## src/hdl/b2r_pkg.sv

```systemverilog
// Shared types, constants and numeral tables for the binary to Roman numeral encoder.
package b2r_pkg;

  localparam int unsigned NumW     = 12;
  localparam int unsigned CharW    = 8;
  localparam int unsigned NumPairs = 13;
  localparam int unsigned PairIdxW = $clog2(NumPairs);

  localparam logic [CharW-1:0] ChNone = 8'h00;
  localparam logic [CharW-1:0] ChM    = 8'h4D;
  localparam logic [CharW-1:0] ChD    = 8'h44;
  localparam logic [CharW-1:0] ChC    = 8'h43;
  localparam logic [CharW-1:0] ChL    = 8'h4C;
  localparam logic [CharW-1:0] ChX    = 8'h58;
  localparam logic [CharW-1:0] ChV    = 8'h56;
  localparam logic [CharW-1:0] ChI    = 8'h49;

  // Commands from the controller to the datapath.
  typedef struct packed {
    logic load;
    logic emit_first;
    logic emit_second;
  } cmd_t;

  // Status from the datapath to the controller.
  typedef struct packed {
    logic is_zero;
    logic two_letter;
    logic rest_zero;
  } stat_t;

  function automatic logic [NumW-1:0] pair_value(input logic [PairIdxW-1:0] idx);
    logic [NumW-1:0] v;
    unique case (idx)
      4'd0:    v = 12'd1000;
      4'd1:    v = 12'd900;
      4'd2:    v = 12'd500;
      4'd3:    v = 12'd400;
      4'd4:    v = 12'd100;
      4'd5:    v = 12'd90;
      4'd6:    v = 12'd50;
      4'd7:    v = 12'd40;
      4'd8:    v = 12'd10;
      4'd9:    v = 12'd9;
      4'd10:   v = 12'd5;
      4'd11:   v = 12'd4;
      default: v = 12'd1;
    endcase
    return v;
  endfunction

  function automatic logic [CharW-1:0] pair_first(input logic [PairIdxW-1:0] idx);
    logic [CharW-1:0] c;
    unique case (idx)
      4'd0:    c = ChM;
      4'd1:    c = ChC;
      4'd2:    c = ChD;
      4'd3:    c = ChC;
      4'd4:    c = ChC;
      4'd5:    c = ChX;
      4'd6:    c = ChL;
      4'd7:    c = ChX;
      4'd8:    c = ChX;
      4'd9:    c = ChI;
      4'd10:   c = ChV;
      default: c = ChI;
    endcase
    return c;
  endfunction

  // A pair with a single letter returns ChNone here.
  function automatic logic [CharW-1:0] pair_second(input logic [PairIdxW-1:0] idx);
    logic [CharW-1:0] c;
    unique case (idx)
      4'd1:    c = ChM;
      4'd3:    c = ChD;
      4'd5:    c = ChC;
      4'd7:    c = ChL;
      4'd9:    c = ChX;
      4'd11:   c = ChV;
      default: c = ChNone;
    endcase
    return c;
  endfunction

endpackage

```

## src/hdl/binary_to_roman_numeral_encoder.sv

```systemverilog
// Top level of the binary to Roman numeral encoder.
//
// Usage: drive number_i and raise start while busy is low; the number is
// taken at that clock edge and busy rises in the next cycle. The numeral
// then leaves as one beat per letter, most significant letter first, each
// beat on char_code_o for exactly one cycle while strobe_o is high. The
// final beat has is_last_o set. Input zero gives a single beat with
// no_char_o and is_last_o set and char_code_o zero.
// The accepting edge moves the controller to its first-letter state, and
// that state's letter is then registered into the output beat registers.
// Letters follow one per cycle from the greedy pair selection and
// subtract; the block stays busy until its final letter, so a new number
// is accepted only once the previous numeral is through.
// The receiver cannot stall; beats are never held back.
// Reset clears the controller and the beat strobe; the block then waits
// for start.
module binary_to_roman_numeral_encoder (
  input  logic                      clk_i,
  input  logic                      rst_ni,
  input  logic                      start,
  output logic                      busy,
  input  logic [b2r_pkg::NumW-1:0]  number_i,
  output logic                      strobe_o,
  output logic [b2r_pkg::CharW-1:0] char_code_o,
  output logic                      no_char_o,
  output logic                      is_last_o
);

  b2r_pkg::cmd_t  cmd;
  b2r_pkg::stat_t stat;

  b2r_ctrl u_ctrl (
    .clk_i  (clk_i),
    .rst_ni (rst_ni),
    .start  (start),
    .busy   (busy),
    .stat_i (stat),
    .cmd_o  (cmd)
  );

  b2r_dpath u_dpath (
    .clk_i       (clk_i),
    .rst_ni      (rst_ni),
    .number_i    (number_i),
    .cmd_i       (cmd),
    .stat_o      (stat),
    .strobe_o    (strobe_o),
    .char_code_o (char_code_o),
    .no_char_o   (no_char_o),
    .is_last_o   (is_last_o)
  );

  // An accepted number always occupies the block in the next cycle.
  assert property (@(posedge clk_i) disable iff (!rst_ni)
    start && !busy |=> busy)
    else $error("accepted number did not make the block busy");

  // The block goes idle exactly when the final beat is shown.
  assert property (@(posedge clk_i) disable iff (!rst_ni)
    $fell(busy) |-> strobe_o && is_last_o)
    else $error("block went idle without a final beat");

  // A beat that is not the last one means more letters are still to come.
  assert property (@(posedge clk_i) disable iff (!rst_ni)
    strobe_o && !is_last_o |-> busy)
    else $error("non-final beat while idle");

  // The empty result for zero is always a single, final beat.
  assert property (@(posedge clk_i) disable iff (!rst_ni)
    strobe_o && no_char_o |-> is_last_o && (char_code_o == b2r_pkg::ChNone))
    else $error("empty beat is not final or carries a letter");

endmodule

```

## src/hdl/b2r_ctrl.sv

```systemverilog
// Controller state machine that sequences the letters of one numeral.
module b2r_ctrl (
  input  logic           clk_i,
  input  logic           rst_ni,
  input  logic           start,
  output logic           busy,
  input  b2r_pkg::stat_t stat_i,
  output b2r_pkg::cmd_t  cmd_o
);

  localparam logic [1:0] StIdle   = 2'd0;
  localparam logic [1:0] StFirst  = 2'd1;
  localparam logic [1:0] StSecond = 2'd2;

  logic [1:0] state_q, state_d;

  always_comb begin
    state_d           = state_q;
    cmd_o.load        = 1'b0;
    cmd_o.emit_first  = 1'b0;
    cmd_o.emit_second = 1'b0;
    unique case (state_q)
      StIdle: begin
        if (start) begin
          cmd_o.load = 1'b1;
          state_d    = StFirst;
        end
      end
      StFirst: begin
        cmd_o.emit_first = 1'b1;
        if (stat_i.is_zero || (!stat_i.two_letter && stat_i.rest_zero)) begin
          state_d = StIdle;
        end else if (stat_i.two_letter) begin
          state_d = StSecond;
        end
      end
      StSecond: begin
        cmd_o.emit_second = 1'b1;
        state_d = stat_i.rest_zero ? StIdle : StFirst;
      end
      default: state_d = StIdle;
    endcase
  end

  always_ff @(posedge clk_i or negedge rst_ni) begin
    if (!rst_ni) begin
      state_q <= StIdle;
    end else begin
      state_q <= state_d;
    end
  end

  assign busy = (state_q != StIdle);

endmodule

```

## src/hdl/b2r_dpath.sv

```systemverilog
// Datapath: remaining value, greedy pair selection and the registered output beat.
module b2r_dpath (
  input  logic                         clk_i,
  input  logic                         rst_ni,
  input  logic [b2r_pkg::NumW-1:0]     number_i,
  input  b2r_pkg::cmd_t                cmd_i,
  output b2r_pkg::stat_t               stat_o,
  output logic                         strobe_o,
  output logic [b2r_pkg::CharW-1:0]    char_code_o,
  output logic                         no_char_o,
  output logic                         is_last_o
);

  logic [b2r_pkg::NumW-1:0]     rest_q, rest_d, diff;
  logic [b2r_pkg::PairIdxW-1:0] idx_q, idx_d, sel, sub_idx;
  logic                         strobe_q;
  logic [b2r_pkg::CharW-1:0]    char_q, char_d;
  logic                         nochar_q, nochar_d, last_q, last_d;
  logic                         two_letter;

  // Largest table value that still fits: the lowest index whose value is not above rest.
  always_comb begin
    sel = b2r_pkg::PairIdxW'(b2r_pkg::NumPairs - 1);
    for (int p = b2r_pkg::NumPairs - 1; p >= 0; p--) begin
      if (rest_q >= b2r_pkg::pair_value(b2r_pkg::PairIdxW'(p))) begin
        sel = b2r_pkg::PairIdxW'(p);
      end
    end
  end

  assign two_letter = (b2r_pkg::pair_second(sel) != b2r_pkg::ChNone);
  assign sub_idx    = cmd_i.emit_second ? idx_q : sel;
  assign diff       = rest_q - b2r_pkg::pair_value(sub_idx);

  assign stat_o.is_zero    = (rest_q == '0);
  assign stat_o.two_letter = two_letter;
  assign stat_o.rest_zero  = (diff == '0);

  always_comb begin
    rest_d   = rest_q;
    idx_d    = idx_q;
    char_d   = char_q;
    nochar_d = nochar_q;
    last_d   = last_q;
    if (cmd_i.load) begin
      rest_d = number_i;
    end else if (cmd_i.emit_first) begin
      idx_d = sel;
      if (rest_q == '0) begin
        char_d   = b2r_pkg::ChNone;
        nochar_d = 1'b1;
        last_d   = 1'b1;
      end else begin
        char_d   = b2r_pkg::pair_first(sel);
        nochar_d = 1'b0;
        last_d   = !two_letter && (diff == '0);
        // A two-letter pair subtracts its value with the second letter.
        if (!two_letter) begin
          rest_d = diff;
        end
      end
    end else if (cmd_i.emit_second) begin
      char_d   = b2r_pkg::pair_second(idx_q);
      nochar_d = 1'b0;
      last_d   = (diff == '0);
      rest_d   = diff;
    end
  end

  always_ff @(posedge clk_i or negedge rst_ni) begin
    if (!rst_ni) begin
      strobe_q <= 1'b0;
    end else begin
      strobe_q <= cmd_i.emit_first | cmd_i.emit_second;
    end
  end

  always_ff @(posedge clk_i) begin
    rest_q   <= rest_d;
    idx_q    <= idx_d;
    char_q   <= char_d;
    nochar_q <= nochar_d;
    last_q   <= last_d;
  end

  assign strobe_o    = strobe_q;
  assign char_code_o = char_q;
  assign no_char_o   = nochar_q;
  assign is_last_o   = last_q;

endmodule

```

## config.mk

```make
export PLATFORM = sky130hd
export DESIGN_NAME = binary_to_roman_numeral_encoder
export DESIGN_NICKNAME = d
export VERILOG_FILES = /design/src/hdl/b2r_pkg.sv /design/src/hdl/binary_to_roman_numeral_encoder.sv /design/src/hdl/b2r_ctrl.sv /design/src/hdl/b2r_dpath.sv
export SDC_FILE = /design/constraint.sdc
export NUM_CORES = 1
export LEC_CHECK = 0
export BUFFER_PORTS_ARGS = -buffer_cell sky130_fd_sc_hd__buf_2
export CORE_ASPECT_RATIO = 1.4
export CORE_MARGIN = 1
export CORE_UTILIZATION = 43
export CTS_CLUSTER_SIZE = 10
export DETAILED_ROUTE_END_ITERATION = 8
export GPL_ROUTABILITY_DRIVEN = 0
export HOLD_SLACK_MARGIN = 0.12
export PLACE_DENSITY = 0.66
export SETUP_SLACK_MARGIN = 0.4
export SYNTH_ARGS = -nofsm -noshare
export SYNTH_HDL_FRONTEND = slang
export SYNTH_SLANG_ARGS = --single-unit
```

## constraint.sdc

```tcl
create_clock -name clk_i -period 6.8 [get_ports clk_i]
set_clock_uncertainty 0.15 [all_clocks]
set_input_delay 1.36 -clock clk_i [delete_from_list [all_inputs] [get_ports clk_i]]
set_output_delay 1.36 -clock clk_i [all_outputs]
set_load 0.005 [all_outputs]
```

==> run summary, run 1 <==
The clock network latency to the later pin of the worst-skew pair was 0.28 ns. The worst path uses 77.5% of the clock period. The tools report the placeable core region as 5490 um2. Synthesis inferred 27 register bits. For the net total in the final layout, the log shows 332.

After synthesis, the share of flip-flops with an asynchronous set or reset is 11.1%. In the layout the commonest cells are sky130_fd_sc_hd__nand2_1 (33), sky130_fd_sc_hd__nor2_1 (26), sky130_fd_sc_hd__buf_2 (24), sky130_fd_sc_hd__edfxtp_1 (24), sky130_fd_sc_hd__a21oi_1 (19). The tools report the final number of hold-violating endpoints as 0.

The core utilization of the finished layout is 48.1%, and the register area share after synthesis is 32.7%. The synthesized netlist contains 65 unique library cells. Measured along the y axis, the die boundary spans 91.1 um. Using the TritonRoute via totals, the vias-per-cell ratio works out to 5.87. Class of the most critical hold timing path: register to register.

The final number of max-transition violations was 0; the data arrival time at the worst-slack endpoint was 5.28 ns. The via count of the first global-routing pass came out at 2,104. In the final routed layout, each cell accounts on average for 15.8 um. The number of max-cap violations is 0, and the sink count of the clock tree is 27. The fraction of final layout cells sized beyond drive strength 1 is 13.0%, and the wire length of the first global-routing pass is 9560 um. After detailed routing, the number of remaining DRC violations is 0. The wire-length estimate of the detail-placed layout is 4530 um.

In this run the tightest slew margin relative to its limit is 42.8%. The busiest metal layer after global routing is met2. The tools report the number of buffers on the longest clock path as 2. The cell area that synthesis handed to floorplanning was 2440 um2. At the worst endpoint, the required time is 6.81 ns.

The total global-route track usage was 20.5%; the floorplan die width was 65.6 um. Maximum clock frequency: 0.190 GHz. The die covers 5970 um2. After global routing the overflow that remains totals 0.

In this run the mean area of a mapped cell was 8.64 um2. Entering global routing, the biggest net connects 16 pins. The site row count is 32, and the TritonCTS buffer count is 3. Counting every instance in the synthesized netlist gives 282.

Setup repair after global routing left no endpoint under its margin. The antenna diode instance count is 0, and the number of hold buffers added after CTS is 0. For the deepest level of the CTS H-tree, the log shows 1. For met3 alone, demand over resource in global routing was 2.01%. For the initial antenna violation count, the log shows 0. Counting the fill cells in the layout gives 542.

The cell sitting at the root of the clock tree is a sky130_fd_sc_hd__clkbuf_8. The routed design could run at a clock period as short as 5.27 ns. TritonCTS built the clock tree. The run finished with clean final reports. Most frequent standard cell in the layout excluding fill and tap cells: sky130_fd_sc_hd__nand2_1. The CTS clock-pin slew for the worst setup and hold paths is 0.11 ns. The setup path with the least slack is of type register to register. Most used flip-flop cell after synthesis: sky130_fd_sc_hd__edfxtp_1.

For the pin with the worst max-slew slack, the measured transition is 0.858 ns. The via count was 2,159; the starting DRC count in detailed routing was 128. Post-CTS repair changed the size of 0 cells.

The tools report the starting utilization of the core area as 44.4%. In this run, synthesis inferred 24 flip-flops with an integrated enable. The met1 usage in global routing was 25.2%; the number of top-level pins was 27. In the final timing run, aggregate negative setup slack is 0 ns.

For the first-pass iteration count of the detailed router, the log shows 4. Buffers added to address setup during post-CTS repair amount to 0. The worst setup path is captured at a register. Global routing consumed, on the met2 layer, 35.3% of the routing resources. The logs give 0 for the number of warnings issued by yosys and 5810 um for the sum of routed wire length over all layers. The type of origin of the critical path is a register. The largest fanout on the critical path works out to 13. Buffers placed on the I/O ports in this run total 24. The area growth from synthesis to layout is 8.37%. Setup violations remaining at the end of the flow were counted as 0. The count of nets left with antenna violations once routing finished came out at 0.
path summary, 6_finish.rpt:
path	end	cells after the start	start	slack, ns
min in group asynchronous	u_ctrl.state_q[1]	1	rst_ni	0.70
worst max register to register	u_dpath.is_last_o	17	u_dpath.rest_q[3]	1.53
max in group asynchronous	u_dpath.strobe_o	1	rst_ni	5.70
worst min-delay path	u_ctrl.state_q[0]	2	u_ctrl.state_q[0]	0.47
worst min register to register	u_ctrl.state_q[0]	2	u_ctrl.state_q[0]	0.47
worst max-delay path	u_dpath.is_last_o	17	u_dpath.rest_q[3]	1.53
sequential cells by signal, indices dropped and copies added, names as in the netlist:
name and cells:
u_dpath.is_last_o 1, u_dpath.char_code_o 6, u_dpath.idx_q 4, u_dpath.rest_q 12, u_dpath.strobe_o 1, u_ctrl.state_q 2, u_dpath.no_char_o 1
area by class of cell:
type / count / area [um2] / area share, %
clock buffers: 3 / 41.3 / 1.56
clock inverters: 1 / 5.00 / 0.190
inverters: 16 / 60.1 / 2.27
multi-input cells: 229 / 1530 / 58.1
flip-flops and latches: 27 / 796 / 30.1
well taps: 68 / 85.1 / 3.22
repair buffers: 24 / 120 / 4.55
logic make-up after synthesis:
group	after synthesis	synth area share [%]
AOI/OAI and AO/OA	93	27.9
xor gates and xnor gates	6	2.16
and+or+nand+nor	106	21.5
DFF	27	32.7
muxes	6	2.57
adders and majority gates	16	8.53
other	1	0.154
buffers and inverters	27	4.57
stage by stage:
stage | setup WS [ns] | hold slack [ns] | cells | instance area, um2
2_1_floorplan | 2.34 | 0.378 | 283 | 2440
3_3_place_gp | 1.70 | 0.443 | 364 | 2590
3_5_place_dp | 1.59 | 0.452 | 364 | 2590
4_1_cts | 1.57 | 0.478 | 368 | 2640
5_1_grt | 1.08 | 0.530 | 368 | 2640
6_report | 1.53 | 0.473 | 368 | 2640
Yosys cell counts (3+ instances only):
master                     instances  area share [%]
sky130_fd_sc_hd__a211oi_1          4             1.2
sky130_fd_sc_hd__a21o_1            5             1.5
sky130_fd_sc_hd__a21oi_1          19             3.9
sky130_fd_sc_hd__a221oi_1          3             1.1
sky130_fd_sc_hd__and2_1            3            0.77
sky130_fd_sc_hd__clkbuf_1          7             1.1
sky130_fd_sc_hd__dfrtp_1           3             3.1
sky130_fd_sc_hd__edfxtp_1         24              30
sky130_fd_sc_hd__ha_1             15             7.7
sky130_fd_sc_hd__inv_1            16             2.5
sky130_fd_sc_hd__mux2i_1           4             1.6
sky130_fd_sc_hd__nand2_1          33             5.1
sky130_fd_sc_hd__nand3_1           8             1.6
sky130_fd_sc_hd__nand3b_1          3            0.92
sky130_fd_sc_hd__nor2_1           26             4.0
sky130_fd_sc_hd__nor2b_1           8             2.1
sky130_fd_sc_hd__nor3_1            7             1.4
sky130_fd_sc_hd__nor4_1            3            0.77
sky130_fd_sc_hd__o211ai_1          6             1.8
sky130_fd_sc_hd__o21a_1            4             1.2
sky130_fd_sc_hd__o21ai_0           9             1.8
sky130_fd_sc_hd__o21ai_1          10             2.1
sky130_fd_sc_hd__o22ai_1           3            0.77
sky130_fd_sc_hd__o311ai_1          3             1.1
sky130_fd_sc_hd__xor2_1            4             1.4
metal layers:
metal	vias to the layer above	share of wire (%)
met5	-	0
met4	0	2.3
met3	12	2.4
met2	54	51
met1	1001	44
li1	1092	-
critical path: stages (launching register included):
cell	delay, ns
sky130_fd_sc_hd__edfxtp_1	0.58
sky130_fd_sc_hd__or3b_1	0.43
sky130_fd_sc_hd__a211oi_1	0.42
sky130_fd_sc_hd__o2bb2ai_1	0.22
sky130_fd_sc_hd__a31oi_4	0.37
sky130_fd_sc_hd__mux2i_1	0.23
sky130_fd_sc_hd__ha_1	0.36
sky130_fd_sc_hd__inv_1	0.06
sky130_fd_sc_hd__mux2i_1	0.13
sky130_fd_sc_hd__a22oi_1	0.09
sky130_fd_sc_hd__ha_1	0.27
sky130_fd_sc_hd__or2_1	0.25
sky130_fd_sc_hd__o221ai_2	0.22
sky130_fd_sc_hd__a211oi_1	0.16
sky130_fd_sc_hd__or4_1	0.52
sky130_fd_sc_hd__o211a_2	0.16
sky130_fd_sc_hd__a2111oi_0	0.38
sky130_fd_sc_hd__or2_1	0.15
Power of run 1 is not shown: default switching activity piles up to over one toggle a cycle in this logic, so the estimate is an artifact.
==> inputs of run 2 (changes only) <==
clock period = 5.1 ns   (was 6.8 ns; I/O delays follow)
==> run summary, run 2 (synthesis results as in run 1) <==
Setup repair after global routing left no endpoint under its margin. The floorplan die width was 65.6 um (unchanged); the setup slack of the worst register-to-register path was 0.50 ns (-1.03 ns). The die boundary height was 91.1 um (unchanged); the final routed DRC violation total was 0 (unchanged).

The tools report the CTS root buffer as sky130_fd_sc_hd__clkbuf_8. Relative to the synthesized area, the layout overhead comes to 29.1%. The final number of max-transition violations is 0 (unchanged), and the TritonCTS buffer count is 3 (unchanged). The run gives 44.4% (unchanged) as the starting utilization of the core area. Actual transition at the worst max-transition pin: 0.783 ns (-0.0754 ns).

The count of nets left with antenna violations after detail routing came out at 0 (unchanged). The run gives 4 (unchanged) as the first-pass iteration count of the detailed router. The placeable core region is 5490 um2 (unchanged).

The fraction of final layout cells sized beyond drive strength 1 is 31.5% (+18 points), and the starting DRC count in detailed routing is 137 (+7.0%). The largest fanout on the critical path came out at 6 (-7). The cell depth of the worst flop-to-flop path is 15 (-2). The via count of the first global-routing pass was 2,305 (+9.6%); the total half-perimeter wirelength after legalization and detailed placement was 4770 um (+5.3%). STA classifies the critical path startpoint as a register.

The number of inserted filler cells in the final layout was 480 (-11%). For the sum of routed wire length over all layers, the log shows 6800 um (+17%). The tools report the number of buffers on the longest clock path as 2 (unchanged).

TritonCTS built the clock tree. The most frequent standard cell in the layout excluding fill and tap cells is sky130_fd_sc_hd__buf_4. The accumulated negative setup slack was 0 ns (unchanged); the number of hold buffers added after CTS was 0 (unchanged).

The tools report the worst slack at placement as 0.226 ns (-1.37 ns). The run gives 0 (unchanged) as the number of max-cap violations. The tools report the antenna diode instance count as 0 (unchanged). The data arrival time at the worst-slack endpoint came out at 4.63 ns (-0.65 ns). Routed length per placed instance: 16.8 um (+6.4%). The setup path with the least slack is of type register to register. The tools report the startpoint of the lowest-slack register-to-register path as u_dpath.rest_q[7]. Final number of hold-violating endpoints: 0 (unchanged). The number of failing setup endpoints in the final timing report is 0 (unchanged), and the relative max-transition margin is 47.8% (+5.0 points). The required time at the worst-slack endpoint came out at 5.13 ns (-1.68 ns).

The logs give 0.30 ns (+0.02 ns) for the clock network latency to the later pin of the worst-skew pair and 5970 um2 (unchanged) for the full die area. The register with the most flip-flops in the final layout is u_dpath.rest_q. The post-route fraction of the period consumed by the critical path is 90.1% (+13 points), and the sink count of the clock tree is 27 (unchanged).

The CTS clock-pin slew for the worst setup and hold paths works out to 0.11 ns (about the same). The number of buffer cells added on primary ports came out at 24 (unchanged). The clock period minus final worst setup slack came out at 4.60 ns (-0.670 ns). The logs give 0.218 GHz (+15%) for the maximum clock frequency and 2,389 (+11%) for the via count. The flip-flop count of the largest register, all copies and words added is 12 (unchanged). The initial antenna violation count was 0 (unchanged); the net total in the final layout was 369 (+11%). The deepest level of the CTS H-tree was 1 (unchanged). For the pin count of the biggest net entering global routing, the log shows 17 (+1).

The class of the most critical hold timing path was primary input to async pin. The run gives 0 (unchanged) as the sum of overflow across all layers after global routing. The worst path setup slack after routing is 0.503 ns (-1.03 ns), and the wire length of the first global-routing pass is 10,400 um (+8.4%). The worst setup path is captured at a register.

The total global-route track usage was 22.2% (+1.7 points); the ratio of routed vias to standard cells was 5.90 (+0.54%). Worst flop-to-flop path endpoint: u_dpath.is_last_o. The site row count is 32 (unchanged). In the layout the commonest cells are sky130_fd_sc_hd__buf_4 (37), sky130_fd_sc_hd__nand2_1 (32), sky130_fd_sc_hd__nor2_1 (25), sky130_fd_sc_hd__buf_2 (24), sky130_fd_sc_hd__edfxtp_1 (24).

Number of top-level pins: 27 (unchanged). The run finished with clean final reports.
run 2: cell types whose count changed in the layout (fill, tap and decap cells not counted), sizes merged:
cell,delta
clkinv,-1
clkinvlp,+1
buf,+37
run 2: routing by layer:
layer	GRT usage, %	vias to the layer above	share of wire [%]
met5	0	-	0
met2	39.7	68	54
met1	25.2	1134	40
met4	10.7	0	2.7
met3	2.64	15	3.0
li1	-	1172	-
run 2: how the worst max path moves through the flow:
stage                           start           endpoint  cells after the start  slack, ns
floorplan           u_dpath.rest_q[6]  u_dpath.is_last_o                     18       0.64
global placement    u_dpath.rest_q[6]  u_dpath.is_last_o                     15       0.32
detailed placement  u_dpath.rest_q[5]  u_dpath.is_last_o                     17       0.23
CTS                 u_dpath.rest_q[5]  u_dpath.is_last_o                     17       0.43
global route        u_dpath.rest_q[4]  u_dpath.is_last_o                     16       0.33
finish              u_dpath.rest_q[7]  u_dpath.is_last_o                     15       0.50
run 2: cell type report:
cell class / instances / area (um2) / area share [%]
Inverter: 16 / 60.1 / 1.91
Timing Repair Buffer: 61 / 398 / 12.7
Clock inverter: 1 / 7.51 / 0.239
Tap cell: 68 / 85.1 / 2.71
Multi-Input combinational cell: 229 / 1760 / 55.9
Sequential cell: 27 / 796 / 25.3
Clock buffer: 3 / 41.3 / 1.31
run 2: per-stage QoR:
| stage | hold WS, ns | utilization [%] | instance area (um2) | cells |
|---|---|---|---|---|
| after floorplan | 0.378 | - | 2440 | 283 |
| after global placement | 0.440 | 48.4 | 2650 | 372 |
| after detailed placement | 0.433 | 48.4 | 2650 | 372 |
| after CTS | 0.341 | 51.1 | 2800 | 386 |
| after global routing | 0.334 | 57.3 | 3140 | 405 |
| final | 0.336 | 57.3 | 3140 | 405 |
run 2: repair_timing:
action,4_1_cts,5_1_grt
buffers inserted,10,19
pin swaps,0,10
setup endpoints to repair,3,5
gates resized for setup,5,35
run 2: critical path: stages (launching register included):
cell and delay (ns):
sky130_fd_sc_hd__edfxtp_1 0.53, sky130_fd_sc_hd__buf_4 0.20, sky130_fd_sc_hd__o31ai_2 0.34, sky130_fd_sc_hd__a221oi_2 0.13
sky130_fd_sc_hd__o211a_2 0.28, sky130_fd_sc_hd__mux2i_2 0.25, sky130_fd_sc_hd__ha_4 0.26, sky130_fd_sc_hd__o211ai_1 0.20
sky130_fd_sc_hd__ha_2 0.36, sky130_fd_sc_hd__o211a_1 0.26, sky130_fd_sc_hd__a211oi_4 0.22, sky130_fd_sc_hd__a211oi_4 0.08
sky130_fd_sc_hd__or4_1 0.51, sky130_fd_sc_hd__o211a_2 0.17, sky130_fd_sc_hd__a2111oi_1 0.38, sky130_fd_sc_hd__or2_1 0.15
Power of run 2 is left out for the same reason.
